## config.mk

```make
export PLATFORM = sky130hd
export DESIGN_NAME = linear_array_deque
export DESIGN_NICKNAME = d
export VERILOG_FILES = /design/src/rtl/lad_pkg.sv /design/src/rtl/lad_mem.sv /design/src/rtl/lad_ctrl.sv /design/src/rtl/linear_array_deque.sv
export SDC_FILE = /design/constraint.sdc
export NUM_CORES = 1
export LEC_CHECK = 0
export ABC_AREA = 1
export BUFFER_PORTS_ARGS = -buffer_cell sky130_fd_sc_hd__buf_2
export CAP_MARGIN = 20
export CORE_MARGIN = 3
export CORE_UTILIZATION = 62
export CTS_CLUSTER_DIAMETER = 60
export CTS_CLUSTER_SIZE = 28
export DETAILED_ROUTE_END_ITERATION = 16
export GPL_TIMING_DRIVEN = 1
export PLACE_DENSITY_LB_ADDON = 0.15
export SYNTH_ARGS = -nofsm -noshare
export SYNTH_HDL_FRONTEND = slang
export SYNTH_HIERARCHICAL = 1
export SYNTH_SLANG_ARGS = --single-unit
```

## constraint.sdc

```tcl
create_clock -name i_clk -period 4.25 [get_ports i_clk]
set_input_delay 0.425 -clock i_clk [delete_from_list [all_inputs] [get_ports i_clk]]
set_output_delay 0.425 -clock i_clk [all_outputs]
set_load 0.01 [all_outputs]
```

## src/rtl/lad_pkg.sv

```systemverilog
// shared types and codes for the linear array deque
package lad_pkg;

    // request codes
    typedef enum logic [1:0] {
        REQ_PUSH_BACK  = 2'd0,
        REQ_PUSH_FRONT = 2'd1,
        REQ_POP_BACK   = 2'd2,
        REQ_POP_FRONT  = 2'd3
    } t_req;

    // result status codes
    typedef enum logic [1:0] {
        ST_DONE    = 2'd0,
        ST_NO_ROOM = 2'd1,
        ST_EMPTY   = 2'd2
    } t_status;

    localparam int DATA_W = 32;

    // strobes from the control to the slot memory
    typedef struct packed {
        logic wr_en;
        logic rd_en;
    } t_mem_ctl;

endpackage

```

## src/rtl/lad_mem.sv

```systemverilog
// slot memory: one write port, one read port with registered data
module lad_mem
    import lad_pkg::*;
#(
    parameter int DEPTH = 16,
    parameter int AW    = 4
) (
    input  logic                     i_clk,
    input  t_mem_ctl                 i_ctl,
    input  logic [AW-1:0]            i_wr_addr,
    input  logic signed [DATA_W-1:0] i_wr_data,
    input  logic [AW-1:0]            i_rd_addr,
    output logic signed [DATA_W-1:0] o_rd_data
);

    logic signed [DATA_W-1:0] r_mem [DEPTH];
    logic signed [DATA_W-1:0] r_rd_data;

    // write port
    always_ff @(posedge i_clk) begin
        if (i_ctl.wr_en) begin
            r_mem[i_wr_addr] <= i_wr_data;
        end
    end

    // read port with registered data
    always_ff @(posedge i_clk) begin
        if (i_ctl.rd_en) begin
            r_rd_data <= r_mem[i_rd_addr];
        end
    end

    assign o_rd_data = r_rd_data;

endmodule

```

## src/rtl/lad_ctrl.sv

```systemverilog
// mark tracking, request decode and result register
module lad_ctrl
    import lad_pkg::*;
#(
    parameter int DEPTH = 16,
    parameter int AW    = 4,
    parameter int MW    = 5
) (
    input  logic                     i_clk,
    input  logic                     i_rst_n,
    input  logic                     i_accept,
    input  t_req                     i_req_type,
    input  logic signed [DATA_W-1:0] i_push_value,
    output t_mem_ctl                 o_mem_ctl,
    output logic [AW-1:0]            o_wr_addr,
    output logic signed [DATA_W-1:0] o_wr_data,
    output logic [AW-1:0]            o_rd_addr,
    input  logic signed [DATA_W-1:0] i_rd_data,
    output logic                     o_valid,
    output t_status                  o_status,
    output logic signed [DATA_W-1:0] o_pop_value,
    output logic                     o_is_full,
    output logic                     o_is_empty
);

    localparam logic [MW-1:0] TOP_MARK = MW'(DEPTH);
    localparam logic [MW-1:0] ONE      = MW'(1);

    logic [MW-1:0] r_front, n_front;
    logic [MW-1:0] r_back,  n_back;
    logic          r_valid;
    logic          r_pop_ok, n_pop_ok;
    t_status       r_status, n_status;
    logic          r_full, r_empty;
    logic          empty_now;
    logic [MW-1:0] wr_mark, rd_mark;

    assign empty_now = (r_front == r_back);

    // decode one transaction against the current marks
    always_comb begin
        n_front   = r_front;
        n_back    = r_back;
        n_status  = ST_DONE;
        n_pop_ok  = 1'b0;
        o_mem_ctl = '0;
        wr_mark   = r_back;
        rd_mark   = r_front;
        unique case (i_req_type)
            REQ_PUSH_BACK: begin
                wr_mark = r_back;
                if (r_back != TOP_MARK) begin
                    o_mem_ctl.wr_en = i_accept;
                    n_back          = r_back + ONE;
                end else begin
                    n_status = ST_NO_ROOM;
                end
            end
            REQ_PUSH_FRONT: begin
                wr_mark = r_front - ONE;
                if (r_front != '0) begin
                    o_mem_ctl.wr_en = i_accept;
                    n_front         = r_front - ONE;
                end else begin
                    n_status = ST_NO_ROOM;
                end
            end
            REQ_POP_BACK: begin
                rd_mark = r_back - ONE;
                if (!empty_now) begin
                    o_mem_ctl.rd_en = i_accept;
                    n_pop_ok        = 1'b1;
                    n_back          = r_back - ONE;
                end else begin
                    n_status = ST_EMPTY;
                end
            end
            REQ_POP_FRONT: begin
                rd_mark = r_front;
                if (!empty_now) begin
                    o_mem_ctl.rd_en = i_accept;
                    n_pop_ok        = 1'b1;
                    n_front         = r_front + ONE;
                end else begin
                    n_status = ST_EMPTY;
                end
            end
            default: begin
                n_status = ST_EMPTY;
            end
        endcase
    end

    assign o_wr_addr = wr_mark[AW-1:0];
    assign o_rd_addr = rd_mark[AW-1:0];
    assign o_wr_data = i_push_value;

    // marks and result strobe
    always_ff @(posedge i_clk) begin
        if (!i_rst_n) begin
            r_front <= '0;
            r_back  <= '0;
            r_valid <= 1'b0;
        end else begin
            r_valid <= i_accept;
            if (i_accept) begin
                r_front <= n_front;
                r_back  <= n_back;
            end
        end
    end

    // result payload
    always_ff @(posedge i_clk) begin
        if (i_accept) begin
            r_status <= n_status;
            r_pop_ok <= n_pop_ok;
            r_full   <= (n_back == TOP_MARK);
            r_empty  <= (n_front == n_back);
        end
    end

    assign o_valid     = r_valid;
    assign o_status    = r_status;
    assign o_pop_value = r_pop_ok ? i_rd_data : '0;
    assign o_is_full   = r_full;
    assign o_is_empty  = r_empty;

    // marks never cross and back never passes the top
    a_mark_order: assert property (@(posedge i_clk) disable iff (!i_rst_n)
        (r_front <= r_back) && (r_back <= TOP_MARK))
        else $error("deque marks out of order");

    // every accepted transaction gives exactly one result next cycle
    a_result_follows: assert property (@(posedge i_clk) disable iff (!i_rst_n)
        i_accept |=> r_valid)
        else $error("accepted transaction gave no result");

    // a refused request leaves both marks untouched
    a_refused_stable: assert property (@(posedge i_clk) disable iff (!i_rst_n)
        (i_accept && (n_status != ST_DONE)) |=> ($stable(r_front) && $stable(r_back)))
        else $error("refused request moved a mark");

    // a memory access happens only on an accepted successful request
    a_mem_gated: assert property (@(posedge i_clk) disable iff (!i_rst_n)
        (o_mem_ctl.wr_en || o_mem_ctl.rd_en) |-> (i_accept && (n_status == ST_DONE)))
        else $error("slot access without a successful transaction");

endmodule

```

## src/rtl/linear_array_deque.sv

```systemverilog
// top level of the linear array deque
// Linear (non-wrapping) double-ended queue of DEPTH signed 32-bit words held in a
// single-port-write, registered-read slot memory. A transaction is taken at a clock
// edge where start is high and busy is low; busy is high in reset and is cleared by the
// first clock edge after reset is released. One transaction can be taken every cycle
// while busy is low, and its result appears on the o_ ports, marked by o_valid, for
// exactly one cycle, in the cycle after it was taken, since reads are registered.
// Results cannot be stalled. Push front succeeds only into slots freed by front pops.
module linear_array_deque
    import lad_pkg::*;
#(
    parameter int DEPTH = 16
) (
    input  logic                     i_clk,
    input  logic                     i_rst_n,
    input  logic                     start,
    output logic                     busy,
    input  logic [1:0]               i_req_type,
    input  logic signed [DATA_W-1:0] i_push_value,
    output logic                     o_valid,
    output logic [1:0]               o_status,
    output logic signed [DATA_W-1:0] o_pop_value,
    output logic                     o_is_full,
    output logic                     o_is_empty
);

    localparam int AW = (DEPTH > 1) ? $clog2(DEPTH) : 1;
    localparam int MW = $clog2(DEPTH + 1);

    logic                     r_busy;
    logic                     accept;
    t_mem_ctl                 mem_ctl;
    logic [AW-1:0]            wr_addr, rd_addr;
    logic signed [DATA_W-1:0] wr_data, rd_data;
    t_status                  status;

    // busy holds off requests through reset
    always_ff @(posedge i_clk) begin
        if (!i_rst_n) begin
            r_busy <= 1'b1;
        end else begin
            r_busy <= 1'b0;
        end
    end

    assign busy   = r_busy;
    assign accept = start && !r_busy;

    lad_ctrl #(
        .DEPTH (DEPTH),
        .AW    (AW),
        .MW    (MW)
    ) u_ctrl (
        .i_clk        (i_clk),
        .i_rst_n      (i_rst_n),
        .i_accept     (accept),
        .i_req_type   (t_req'(i_req_type)),
        .i_push_value (i_push_value),
        .o_mem_ctl    (mem_ctl),
        .o_wr_addr    (wr_addr),
        .o_wr_data    (wr_data),
        .o_rd_addr    (rd_addr),
        .i_rd_data    (rd_data),
        .o_valid      (o_valid),
        .o_status     (status),
        .o_pop_value  (o_pop_value),
        .o_is_full    (o_is_full),
        .o_is_empty   (o_is_empty)
    );

    lad_mem #(
        .DEPTH (DEPTH),
        .AW    (AW)
    ) u_mem (
        .i_clk     (i_clk),
        .i_ctl     (mem_ctl),
        .i_wr_addr (wr_addr),
        .i_wr_data (wr_data),
        .i_rd_addr (rd_addr),
        .o_rd_data (rd_data)
    );

    assign o_status = status;

endmodule

```

==> run summary <==
Between clock sinks in the finished design, the worst skew comes to 0.0357 ns. The total negative setup slack is 0 ns. The count of cells along the worst register-to-register path is 10. In this run the worst setup path begins at u_ctrl/r_front[0].

The sequential fraction of the synthesis area came out at around two thirds. The synthesized design spends more area on one cell type than any other, namely sky130_fd_sc_hd__edfxtp_1. The switching share of power came out at approximately a quarter. The worst hold path begins at i_rst_n. In this run the tightest slew margin relative to its limit is ~34%. CTS placed an instance of sky130_fd_sc_hd__clkbuf_16 at the clock tree root. For the pin with the worst max-slew slack, the measured transition is approximately 0.99 ns.

The later pin in the worst-skew pair is clocked with a latency of roughly 0.59 ns. The startpoint of the worst-slack reg-to-reg timing path is u_ctrl/r_front[0]. The overall routed net length came out at ~59 mm.

The total count of hold-check failures in the final report came out at 0. Max-cap violations in this run came to 0. The largest buffer count on any clock path came out at 3. TritonCTS built the clock tree.

The HPWL reported at the end of detailed placement came out at about 33 mm. The worst hold path was traced through 2 stages. Per report_power, the sequential group accounts for approximately 54% of the total. The leftover overflow at the end of global routing is 0. The initial antenna violation count came to 3.

The setup slack of the worst register-to-register path is between 1 and 1.5 ns. The combinational fraction of design power came out at 11.5%. The H-tree was split into 2 levels. The area of combinational cells with multiple inputs came out at ~5800 sq um. The net load switching power is between 0.002 and 0.003 W.

The number of rows created at floorplan came out at 73. The power density relative to cell area came out at about 420 nW/um^2. The first-pass iteration count of the detailed router is 5. The kind of path behind the tightest hold check is primary input to flop. The worst setup path is launched from a flop.

The violation count after the first detailed-route iteration came out at ~1600. Data arrives at the worst endpoint at ~3.4 ns. The number of filler cells placed in the layout is ~3000. The synthesized netlist contains 33 unique library cells.

The path with the worst hold slack has its endpoint at busy. Clock tree synthesis inserted a total of 36 buffers. The count of unresolved DRC violations after routing came out at 0. The routability congestion estimate came out at approximately 0.85. Setup repair after global routing left no endpoint under its margin. The synthesized netlist net count came out at between 2000 and 3000. The endpoint class of the critical path is a flop. The number of placed I/O pins is 75. The total of hold buffers inserted after clock tree synthesis is 0.

For this run, the top clock speed supported by timing is 312 MHz. The share of cells above drive strength 1 is a little under a tenth. After layout, the minimum clock period comes to 3.20 ns.

The quantity of I/O buffers inserted on ports came out at 74. The required time of the critical path came out at 4.45 ns. The post-CTS setup buffer count came out at 0. In this run the critical register-to-register path is captured at u_mem/r_mem[4][9]. The total setup violations reported at the end of the flow is 0. The Yosys warning count is 6. Summing all flip-flop and latch instances after layout gives ~17000 sq um. The flip-flop and latch count after synthesis came out at about 560. The layout-stage area growth over the synthesis result is 7.70%.

The post-detailed-route count of antenna-violating nets is 0. The analysis attributes to cell leakage a power of about 12 nW. The power share of the clock group came out at between 30% and 40%.

The clock-pin transition on the worst setup and hold timing paths is ~0.070 ns. The per-cell routed wire length came out at ~20 um. The count of mapped cells out of synthesis came out at 2465. The final critical-path share of the clock period is ~75%.

The number of gates resized after CTS was 0. The peak supply drop is ~0.38 mV. The post-detailed-route via-to-cell ratio came out at 5.54. The via count of the first global-routing pass came to between 15000 and 20000. The netlist area before placement came out at 25100 sq um. The overall fraction of global-route tracks in use came out at between 20 and 30%.

The area of the core is about 40000 sq um. The max-slew violation count is 0. The fraction of the core area covered by cells at the end of the flow came out at around two thirds.

By area the synthesized netlist is led by sky130_fd_sc_hd__edfxtp_1 66%, sky130_fd_sc_hd__nand2_1 12%, sky130_fd_sc_hd__nand3_1 8.2%, sky130_fd_sc_hd__inv_1 6.8%, sky130_fd_sc_hd__buf_6 1.3%. The effective utilization at floorplan came out at ~63%. The area fraction of the dominant cell type after synthesis is 65.6%. The internal cell power came out at between 0.008 and 0.009 W. The startpoint-to-endpoint class of the critical path is flop to flop.

From left edge to right edge, the die measures approximately 210 um. Along the worst path, the maximum fanout reaches 24. Measured along the y axis, the die boundary spans between 200 and 250 um. The floorplan step defined a die boundary enclosing ~43000 sq um. The first global-routing pass estimated around 92 mm of wire. The CTS sink count came out at approximately 560. The count of vias placed by the detailed router came out at about 17000. Entering global routing, the biggest net connects 139 pins. After the last flow step, the layout net total stands at approximately 2500. The run finished with clean final reports. The average footprint of a synthesized cell is about 10 sq um.
[worst max path at each step]
stage,endpoint,slack [ns]
after floorplan,u_mem/o_rd_data[0],0.44
final,u_mem/r_mem[4][9],1.05
after detailed placement,u_mem/r_mem[4][24],0.96
after CTS,u_mem/r_mem[4][9],1.03
after global placement,u_mem/r_mem[8][24],1.06
after global routing,u_mem/r_mem[8][21],0.77
[power groups by stage]
stage	sequential (W)	combinational [W]	clock, W
after global routing	0.00617	0.00144	0.00419
after floorplan	0.00628	0.000966	0
final	0.00617	0.00131	0.00391
after CTS	0.00617	0.00130	0.00399
after global placement	0.00629	0.00127	0
after detailed placement	0.00630	0.00129	0
[through the flow]
step                cell area [sq um]  instances  hold WS (ns)  power [W]  setup WS [ns]
finish                          27000       3022        0.0921     0.0114           1.05
global route                    27000       3022        0.0944     0.0118          0.768
CTS                             27000       3021        0.0710     0.0115           1.03
detailed placement              25800       2957         0.628    0.00759          0.959
global placement                25800       2957         0.607    0.00756           1.06
floorplan                       25100       2465         0.482    0.00725          0.438
[area by class of cell]
cell class	count	share of cell area, %
sequential	561	61.8
multi-input combinational	1292	21.5
inverter	464	6.47
clock buffer	38	3.44
timing repair buffer	115	3.02
tap	525	2.43
clock inverter	26	1.32
antenna	1	0.00925
[registers in the layout (all words and copies together), names as in the netlist]
signal	flops
u_ctrl/o_is_full	1
u_ctrl/r_back	5
u_ctrl/o_is_empty	1
u_mem/r_mem	512
u_ctrl/o_valid	1
u_ctrl/r_pop_ok	1
busy	1
u_mem/o_rd_data	32
u_ctrl/o_status	2
u_ctrl/r_front	5
[metal layers]
layer	global-route usage (%)	routed length, um	vias up
li1	-	-	7894
met5	0	28	-
met4	8.50	1690	4
met1	36.9	23800	8056
met3	4.56	4420	120
met2	45.7	29000	667
[logic make-up after synthesis]
| kind of cell | count (synthesis) | synth area share, % |
|---|---|---|
| adder cells (fa/ha/maj) | 5 | 0.249 |
| AND/OR/NAND/NOR | 1239 | 21.0 |
| buffers and inverters | 612 | 10.9 |
| AO/OA/AOI/OAI | 38 | 0.847 |
| XOR/XNOR | 10 | 0.349 |
| flip-flops | 561 | 66.6 |
[critical path, stage by stage (launching register included)]
cell and delay, ns:
sky130_fd_sc_hd__dfxtp_1 0.44, sky130_fd_sc_hd__inv_1 0.18, sky130_fd_sc_hd__ha_1 0.27, sky130_fd_sc_hd__nand2_2 0.11, sky130_fd_sc_hd__nor3_4 0.06, sky130_fd_sc_hd__nand2_1 0.12, sky130_fd_sc_hd__nand3_1 0.08, sky130_fd_sc_hd__a21oi_1 0.26
sky130_fd_sc_hd__nand3b_1 0.35, sky130_fd_sc_hd__nor2_4 0.46, sky130_fd_sc_hd__buf_4 0.51
[cells in the mapped netlist, drive strengths merged]
master    n
nand4     5
o211ai    1
nor3      3
inv     464
ha        5
and2      1
o22ai     2
a21oi    10
nand3b    2
buf     129
dfxtp    12
nand2   775
edfxtp  549
xor2      6
a31oi     1
nor2     40
o21ai    23
a22oi     1
clkbuf   19
nand3   413
xnor2     4
[layout by cell type, fill, tap and decap left out, types with 6 or more instances in the layout]
cell type | netlist | routed
sky130_fd_sc_hd__clkbuf_16 | 0 | 37
sky130_fd_sc_hd__buf_4 | 41 | 30
sky130_fd_sc_hd__inv_6 | 0 | 7
sky130_fd_sc_hd__inv_1 | 454 | 452
sky130_fd_sc_hd__xor2_1 | 6 | 6
sky130_fd_sc_hd__dfxtp_1 | 12 | 12
sky130_fd_sc_hd__inv_2 | 9 | 10
sky130_fd_sc_hd__nor2_1 | 34 | 18
sky130_fd_sc_hd__buf_2 | 43 | 74
sky130_fd_sc_hd__buf_12 | 1 | 11
sky130_fd_sc_hd__o21ai_0 | 23 | 20
sky130_fd_sc_hd__a21oi_1 | 10 | 9
sky130_fd_sc_hd__edfxtp_1 | 549 | 549
sky130_fd_sc_hd__nand3_1 | 410 | 410
sky130_fd_sc_hd__nor2_4 | 5 | 21
sky130_fd_sc_hd__nand2_1 | 771 | 771
(Power assumes the default switching activity.)
